**src/design/ptt_pkg.sv**
```systemverilog
package ptt_pkg;

    localparam int MAX_TASKS  = 16;
    localparam int SLOTS_USED = (MAX_TASKS < 16) ? MAX_TASKS : 16;
    localparam int IDX_W      = (SLOTS_USED > 1) ? $clog2(SLOTS_USED) : 1;
    localparam int SLOT_W     = 4;
    localparam int IVAL_W     = 16;
    localparam int SEC_W      = 32;
    localparam int DUE_W      = SEC_W + 1;
    localparam int US_W       = 20;
    localparam int PC_W       = 3;

    typedef enum logic [1:0] {
        OP_ADD    = 2'd0,
        OP_REMOVE = 2'd1,
        OP_CHANGE = 2'd2,
        OP_TIME   = 2'd3
    } t_opcode;

    typedef enum logic [1:0] {
        KIND_ACK     = 2'd0,
        KIND_FULL    = 2'd1,
        KIND_UNKNOWN = 2'd2,
        KIND_DUE     = 2'd3
    } t_kind;

    typedef enum logic [2:0] {
        UOP_WAIT  = 3'd0,
        UOP_CMD   = 3'd1,
        UOP_PRIME = 3'd2,
        UOP_SCAN  = 3'd3,
        UOP_FLUSH = 3'd4
    } t_uop;

    typedef enum logic [1:0] {
        COND_NEXT   = 2'd0,
        COND_ALWAYS = 2'd1,
        COND_IDLE   = 2'd2,
        COND_MORE   = 2'd3
    } t_cond;

    typedef struct packed {
        t_uop             uop;
        t_cond            cond;
        logic [PC_W-1:0]  target;
    } t_uword;

    typedef struct packed {
        logic [IVAL_W-1:0] interval;
        logic [DUE_W-1:0]  due_s;
        logic [US_W-1:0]   due_us;
    } t_entry;

    localparam logic [PC_W-1:0] PC_WAIT  = 3'd0;
    localparam logic [PC_W-1:0] PC_CMD   = 3'd1;
    localparam logic [PC_W-1:0] PC_PRIME = 3'd2;
    localparam logic [PC_W-1:0] PC_SCAN  = 3'd3;
    localparam logic [PC_W-1:0] PC_FLUSH = 3'd4;

    // control store
    function automatic t_uword ucode(logic [PC_W-1:0] pc);
        t_uword w;
        case (pc)
            PC_WAIT:  w = '{uop: UOP_WAIT,  cond: COND_IDLE,   target: PC_WAIT};
            PC_CMD:   w = '{uop: UOP_CMD,   cond: COND_NEXT,   target: PC_WAIT};
            PC_PRIME: w = '{uop: UOP_PRIME, cond: COND_NEXT,   target: PC_WAIT};
            PC_SCAN:  w = '{uop: UOP_SCAN,  cond: COND_MORE,   target: PC_SCAN};
            PC_FLUSH: w = '{uop: UOP_FLUSH, cond: COND_ALWAYS, target: PC_WAIT};
            default:  w = '{uop: UOP_WAIT,  cond: COND_ALWAYS, target: PC_WAIT};
        endcase
        return w;
    endfunction

endpackage

```
**src/design/ptt_ram.sv**
```systemverilog
module ptt_ram #(
    parameter int WIDTH = 8,
    parameter int DEPTH = 16
) (
    input  logic                                        i_clk,
    input  logic                                        i_we,
    input  logic [((DEPTH > 1) ? $clog2(DEPTH) : 1)-1:0] i_waddr,
    input  logic [WIDTH-1:0]                            i_wdata,
    input  logic [((DEPTH > 1) ? $clog2(DEPTH) : 1)-1:0] i_raddr,
    output logic [WIDTH-1:0]                            o_rdata
);

    logic [WIDTH-1:0] r_mem [DEPTH];
    logic [WIDTH-1:0] r_rdata;

    always_ff @(posedge i_clk) begin
        if (i_we) begin
            r_mem[i_waddr] <= i_wdata;
        end
        r_rdata <= r_mem[i_raddr];
    end

    assign o_rdata = r_rdata;

endmodule

```
**src/design/periodic_timer_table.sv**
```systemverilog
// Table of up to sixteen periodic timers run against an external time base.
// Each request (add, remove, change interval, new time) yields an acknowledge
// or error result, then one due result for every valid slot whose next time
// has been reached, in ascending slot order; the final result of a request
// carries o_last. A request passes through an accept step, a command step,
// a step that primes the slot memory read, a scan step for each slot
// (SLOTS_USED slots) and a closing step. The scan steps through the slots
// over the single read port of the slot memory and holds while a due result
// waits on the result side. A new request is taken while the closing result
// still waits in the output register.
module periodic_timer_table (
    input  logic                            i_clk,
    input  logic                            i_rst_n,
    input  logic                            i_req_valid,
    output logic                            o_req_ready,
    input  ptt_pkg::t_opcode                i_opcode,
    input  logic [ptt_pkg::SLOT_W-1:0]      i_task_slot,
    input  logic [ptt_pkg::IVAL_W-1:0]      i_interval_seconds,
    input  logic [ptt_pkg::SEC_W-1:0]       i_time_seconds,
    input  logic [ptt_pkg::US_W-1:0]        i_time_micros,
    output logic                            o_res_valid,
    input  logic                            i_res_ready,
    output ptt_pkg::t_kind                  o_result_kind,
    output logic [ptt_pkg::SLOT_W-1:0]      o_result_slot,
    output logic                            o_last
);
    import ptt_pkg::*;

    localparam logic [IDX_W-1:0] LAST_IDX = IDX_W'(SLOTS_USED - 1);

    logic [PC_W-1:0]   r_pc, n_pc;
    t_uword            uw;

    t_opcode           r_op;
    logic [SLOT_W-1:0] r_slot;
    logic [IVAL_W-1:0] r_ival;
    logic [SEC_W-1:0]  r_tsec;
    logic [US_W-1:0]   r_tus;

    logic [SEC_W-1:0]  r_now_s;
    logic [US_W-1:0]   r_now_us;
    logic [SLOTS_USED-1:0] r_valid;
    logic [IDX_W-1:0]  r_idx;

    t_kind             r_hold_kind;
    logic [SLOT_W-1:0] r_hold_slot;
    logic              r_out_valid;
    t_kind             r_out_kind;
    logic [SLOT_W-1:0] r_out_slot;
    logic              r_out_last;

    logic              accept, out_free, stall, cond_true;
    logic              id_ok, free_found, scan_due, reached;
    logic [IDX_W-1:0]  free_idx, id_idx;
    logic [IVAL_W-1:0] sched_ival;
    logic [DUE_W-1:0]  sched_due, now_ext;
    t_entry            rd_e, wr_e;
    logic              we;
    logic [IDX_W-1:0]  waddr, raddr;

    assign uw          = ucode(r_pc);
    assign o_req_ready = (uw.uop == UOP_WAIT);
    assign accept      = i_req_valid && o_req_ready;
    assign out_free    = !r_out_valid || i_res_ready;

    assign id_idx = r_slot[IDX_W-1:0];
    assign id_ok  = ({1'b0, r_slot} < (SLOT_W + 1)'(SLOTS_USED)) && r_valid[id_idx];

    always_comb begin
        free_found = 1'b0;
        free_idx   = '0;
        for (int s = SLOTS_USED - 1; s >= 0; s--) begin
            if (!r_valid[s]) begin
                free_found = 1'b1;
                free_idx   = IDX_W'(s);
            end
        end
    end

    assign now_ext  = {1'b0, r_now_s};
    assign reached  = (now_ext > rd_e.due_s) ||
                      ((now_ext == rd_e.due_s) && (r_now_us >= rd_e.due_us));
    assign scan_due = r_valid[r_idx] && reached;

    assign stall = ((uw.uop == UOP_SCAN) && scan_due && !out_free) ||
                   ((uw.uop == UOP_FLUSH) && !out_free);

    always_comb begin
        case (uw.cond)
            COND_NEXT:   cond_true = 1'b0;
            COND_ALWAYS: cond_true = 1'b1;
            COND_IDLE:   cond_true = !accept;
            COND_MORE:   cond_true = (r_idx != LAST_IDX);
            default:     cond_true = 1'b0;
        endcase
    end

    always_comb begin
        if (stall) begin
            n_pc = r_pc;
        end else if (cond_true) begin
            n_pc = uw.target;
        end else begin
            n_pc = r_pc + 1'b1;
        end
    end

    // shared rescheduling adder
    assign sched_ival = (uw.uop == UOP_SCAN) ? rd_e.interval : r_ival;
    assign sched_due  = DUE_W'(r_now_s) + DUE_W'(sched_ival);

    always_comb begin
        we    = 1'b0;
        waddr = '0;
        raddr = '0;
        wr_e  = '{interval: sched_ival, due_s: sched_due, due_us: r_now_us};
        case (uw.uop)
            UOP_CMD: begin
                if (r_op == OP_ADD && free_found) begin
                    we    = 1'b1;
                    waddr = free_idx;
                end else if (r_op == OP_CHANGE && id_ok) begin
                    we    = 1'b1;
                    waddr = id_idx;
                end
            end
            UOP_SCAN: begin
                we    = scan_due && !stall;
                waddr = r_idx;
                raddr = (!stall && r_idx != LAST_IDX) ? r_idx + 1'b1 : r_idx;
            end
            default: begin
            end
        endcase
    end

    ptt_ram #(
        .WIDTH ($bits(t_entry)),
        .DEPTH (SLOTS_USED)
    ) u_slot_ram (
        .i_clk   (i_clk),
        .i_we    (we),
        .i_waddr (waddr),
        .i_wdata (wr_e),
        .i_raddr (raddr),
        .o_rdata (rd_e)
    );

    always_ff @(posedge i_clk) begin
        if (accept) begin
            r_op   <= i_opcode;
            r_slot <= i_task_slot;
            r_ival <= i_interval_seconds;
            r_tsec <= i_time_seconds;
            r_tus  <= i_time_micros;
        end
        case (uw.uop)
            UOP_CMD: begin
                case (r_op)
                    OP_ADD: begin
                        r_hold_kind <= free_found ? KIND_ACK : KIND_FULL;
                        r_hold_slot <= free_found ? SLOT_W'(free_idx) : '0;
                    end
                    OP_REMOVE, OP_CHANGE: begin
                        r_hold_kind <= id_ok ? KIND_ACK : KIND_UNKNOWN;
                        r_hold_slot <= '0;
                    end
                    default: begin
                        r_hold_kind <= KIND_ACK;
                        r_hold_slot <= '0;
                    end
                endcase
            end
            UOP_SCAN: begin
                if (scan_due && !stall) begin
                    r_hold_kind <= KIND_DUE;
                    r_hold_slot <= SLOT_W'(r_idx);
                end
            end
            default: begin
            end
        endcase
        if ((uw.uop == UOP_SCAN && scan_due && !stall) ||
            (uw.uop == UOP_FLUSH && !stall)) begin
            r_out_kind <= r_hold_kind;
            r_out_slot <= r_hold_slot;
            r_out_last <= (uw.uop == UOP_FLUSH);
        end
    end

    always_ff @(posedge i_clk) begin
        if (!i_rst_n) begin
            r_pc        <= PC_WAIT;
            r_valid     <= '0;
            r_now_s     <= '0;
            r_now_us    <= '0;
            r_idx       <= '0;
            r_out_valid <= 1'b0;
        end else begin
            r_pc <= n_pc;
            case (uw.uop)
                UOP_CMD: begin
                    if (r_op == OP_ADD && free_found) begin
                        r_valid[free_idx] <= 1'b1;
                    end else if (r_op == OP_REMOVE && id_ok) begin
                        r_valid[id_idx] <= 1'b0;
                    end else if (r_op == OP_TIME) begin
                        r_now_s  <= r_tsec;
                        r_now_us <= r_tus;
                    end
                end
                UOP_PRIME: r_idx <= '0;
                UOP_SCAN: begin
                    if (!stall && r_idx != LAST_IDX) begin
                        r_idx <= r_idx + 1'b1;
                    end
                end
                default: begin
                end
            endcase
            if ((uw.uop == UOP_SCAN && scan_due && !stall) ||
                (uw.uop == UOP_FLUSH && !stall)) begin
                r_out_valid <= 1'b1;
            end else if (i_res_ready) begin
                r_out_valid <= 1'b0;
            end
        end
    end

    assign o_res_valid   = r_out_valid;
    assign o_result_kind = r_out_kind;
    assign o_result_slot = r_out_slot;
    assign o_last        = r_out_last;

    a_accept_to_cmd: assert property (@(posedge i_clk) disable iff (!i_rst_n)
        accept |=> (r_pc == PC_CMD))
        else $error("request accept not followed by command step");

    a_flush_last: assert property (@(posedge i_clk) disable iff (!i_rst_n)
        (uw.uop == UOP_FLUSH && out_free) |=> (r_out_valid && r_out_last && r_pc == PC_WAIT))
        else $error("closing result missing last flag");

    a_due_slot_range: assert property (@(posedge i_clk) disable iff (!i_rst_n)
        (r_out_valid && r_out_kind == KIND_DUE) |->
            ({1'b0, r_out_slot} < (SLOT_W + 1)'(SLOTS_USED)))
        else $error("due result names slot beyond table");

    a_scan_hold: assert property (@(posedge i_clk) disable iff (!i_rst_n)
        (uw.uop == UOP_SCAN && stall) |=> ($stable(r_idx) && r_pc == PC_SCAN))
        else $error("scan moved while result side stalled");

    a_ready_idle_only: assert property (@(posedge i_clk) disable iff (!i_rst_n)
        (uw.uop == UOP_SCAN) |-> !o_req_ready)
        else $error("request taken during scan");

endmodule
```
**config.mk**
```make
export PLATFORM = sky130hd
export DESIGN_NAME = periodic_timer_table
export DESIGN_NICKNAME = d
export VERILOG_FILES = /design/src/design/ptt_pkg.sv /design/src/design/ptt_ram.sv /design/src/design/periodic_timer_table.sv
export SDC_FILE = /design/constraint.sdc
export NUM_CORES = 2
export LEC_CHECK = 0
export ABC_AREA = 0
export CAP_MARGIN = 20
export CORE_ASPECT_RATIO = 0.8
export CORE_MARGIN = 2
export CORE_UTILIZATION = 63
export DETAILED_ROUTE_END_ITERATION = 8
export DONT_BUFFER_PORTS = 1
export GPL_TIMING_DRIVEN = 0
export PLACE_DENSITY = 0.79
export SYNTH_ARGS = -nofsm -noshare
export SYNTH_HDL_FRONTEND = slang
export SYNTH_SLANG_ARGS = --single-unit
```
**constraint.sdc**
```tcl
create_clock -name i_clk -period 25.8 [get_ports i_clk]
set_clock_uncertainty 0.2 [all_clocks]
set_input_delay 5.16 -clock i_clk [delete_from_list [all_inputs] [get_ports i_clk]]
set_output_delay 5.16 -clock i_clk [all_outputs]
set_load 0.03 [all_outputs]
```
==> metrics.cfg <==
[run_status]
status=finished, final reports clean

[global_route]
grt_pass1_wl_um=219000
grt_usage=0.335
grt_max_degree=42
grt_overflow=0
antenna_found_initial=7
grt_pass1_vias=33700

[worst_hold_path]
min_path_type=reg2reg
worstHoldStart=r_hold_slot[1]

[power_and_ir_drop]
peakVddDrop_v=0.0000882
power.density_mw_per_mm2=70.7
leakagePower_nw=20.8
total_power_mw=4.37

[critical_path]
r2r_cells=21
r2r_setup_slack_ps=17560
critPathArrivalTime_ps=9910
worstSetupPathType=in2reg
rr_startpoint=r_pc[2]
crit_start=i_res_ready
startpoint_type=input pin
r2r_end=u_slot_ram.r_mem[2][50]
end_kind=flop
cp_max_fo=10
endpoint=u_slot_ram.o_rdata[11]
cp.required_ps=26250

[yosys]
synth_top_area_frac=0.654
synth_common_cells=edfxtp_1, nand2_1, clkbuf_1
synth_edf_count=1191
yosysSeqAreaShare=0.707
synth_mux_area_frac=0.0445
yosys.area_share.simple=0.0781
syn_inst=3702
synth_area_mm2=0.0547
synth_top_area_cell=edfxtp_1
synth_top_family_by_area=compound AO/OA/AOI/OAI gates
ys_dominant_reg_cell=edfxtp_1
synth_compound_area_frac=0.115
syn_avg_cell_area_um2=14.8
synth_cell_type_count=78
yosysWarnings=0
synth_fa_ha_area_frac=0.0184
synth.most_common_cell=edfxtp_1
synth-seq-cells=1336
syn_nets=3860
async_reset_ff_frac=0
synth.area.top_cells=edfxtp_1, dfxtp_1, nand2_1, mux2i_1, a221oi_1
synth_xor_xnor_area_share=0.00320

[place]
dp_cells=4976
place_area_mm2=0.0579
hpwlAfterDp_um=104000
port_buffers=0
gp_congestion=0.957

[detailed_routing]
ant_nets=0
vias=35300
drt_iter0_markers=5893
wire_per_inst_um=28.6
totalWireLength_um=149000
drcViolationCount=0
first_pass_iters=6
vias_per_cell=6.76

[sta]
timing.fmax_mhz=106
hold_violations=0
hold_ws_ps=228
final.min_clock_period_ps=9460
slew_violations=0
setup_viol=0
fin_crit_sh=0.367
rsz0062_at_grt=no
relSlewSlack=0.186
tns_ps=0
worst_slew_pin_slew_ps=1220

[die]
start_util=0.637
fp.coreArea_mm2=0.0859
die_area_mm2=0.0892
num_rows=96
boundaryPins=87
die_w_um=333
die_h_um=268

[clock_network]
numCtsBuffers=120
clock-sinks=1336
cts_hold_buf=0
clk_latency_ps=730
cts_root_buffer=clkbuf_16
post_cts_resized=0
postCtsSetupBuffers=0
clk_pin_slew_ps=70
clockBufferDepth=3
cts_tree=built
ctsHtreeMaxLevel=3

[final_layout]
drive_gt1_frac=0.117
area_growth_pct=13.0
fillers=5194
finalInstanceArea_mm2=0.0618
regArea_mm2=0.0387
fin_cells=5214
multi_input_area_mm2=0.0144
layout.nets=4139

[flow_run]
drv_cap=0

through the flow:
step                setup WS [ps]  utilization
floorplan                   12780            -
global placement             5880        0.653
detailed placement          15920        0.674
CTS                         16660        0.719
global route                16440        0.719
finish                      16340        0.719
layout make-up:
class                      instances  area share
sequential                      1336       0.626
multi-input combinational       1962       0.233
clock buffer                     170      0.0541
timing repair buffer             157      0.0265
tap                             1127      0.0228
buffer                           259      0.0212
inverter                         145     0.00881
clock inverter                    56     0.00786
antenna                            2   0.0000810
logic make-up after synthesis:
logic type	after synthesis
DFF	1336
and+or+nand+nor	829
AOI/OAI and AO/OA	811
buffers and inverters	404
muxes	222
adders and majority gates	80
xor gates and xnor gates	20
where the power goes:
group	internal [mW]	total, mW	switching (mW)
Sequential	2.40	2.42	0.0199
Clock	0.979	1.75	0.776
Combinational	0.0507	0.193	0.142
Total	3.43	4.37	0.938
cell usage in the layout (no fill, tap or decap), types with 57 or more instances in the layout:
master     count
o22ai_1       68
edfxtp_1    1191
clkbuf_1     196
buf_2         57
nand2_1      425
a311oi_1      69
or4b_1        68
o211ai_1      71
buf_4        103
mux2i_1      140
a32oi_1       70
a21boi_0      71
ha_1          79
o221ai_1      69
and2_1       147
a221oi_1     138
dfxtp_1      145
clkbuf_16    122
mux2_1        63
inv_1        145
a211oi_1      70
sequential cells by signal, summed over array words and instances, names as in the netlist:
register,cells
o_res_valid,1
r_tus,20
r_tsec,32
r_hold_kind,2
o_last,1
r_ival,16
u_slot_ram.r_mem,1104
r_hold_slot,4
o_result_slot,4
o_result_kind,2
r_op,2
u_slot_ram.o_rdata,69
r_pc,3
r_idx,4
r_now_s,32
id_idx,4
r_now_us,20
r_valid,16
worst max-delay path: stages:
cell and delay [ps]:
nor2b_1 460, nor4_1 140, a31oi_2 810, clkbuf_1 650
clkbuf_1 960, clkbuf_1 550, a32oi_1 190, a211oi_1 750
or4b_1 220
metal layers:
layer / routed length [um] / up-vias / part of all wire / global-route usage
li1: - / 15100 / - / -
met1: 59200 / 17200 / 0.40 / 0.496
met2: 63100 / 2600 / 0.42 / 0.481
met3: 20600 / 347 / 0.14 / 0.0868
met4: 6140 / 8 / 0.041 / 0.128
met5: 54 / - / 0.00036 / 0
worst min path at each step:
stage,end,cells after the start
final,o_result_slot[1],0
after global routing,o_result_slot[3],0
after CTS,o_result_kind[1],0
after detailed placement,o_result_kind[1],0
after global placement,o_result_slot[0],0
after floorplan,o_result_kind[0],0
Note: power is estimated with default switching activity, not from simulation.
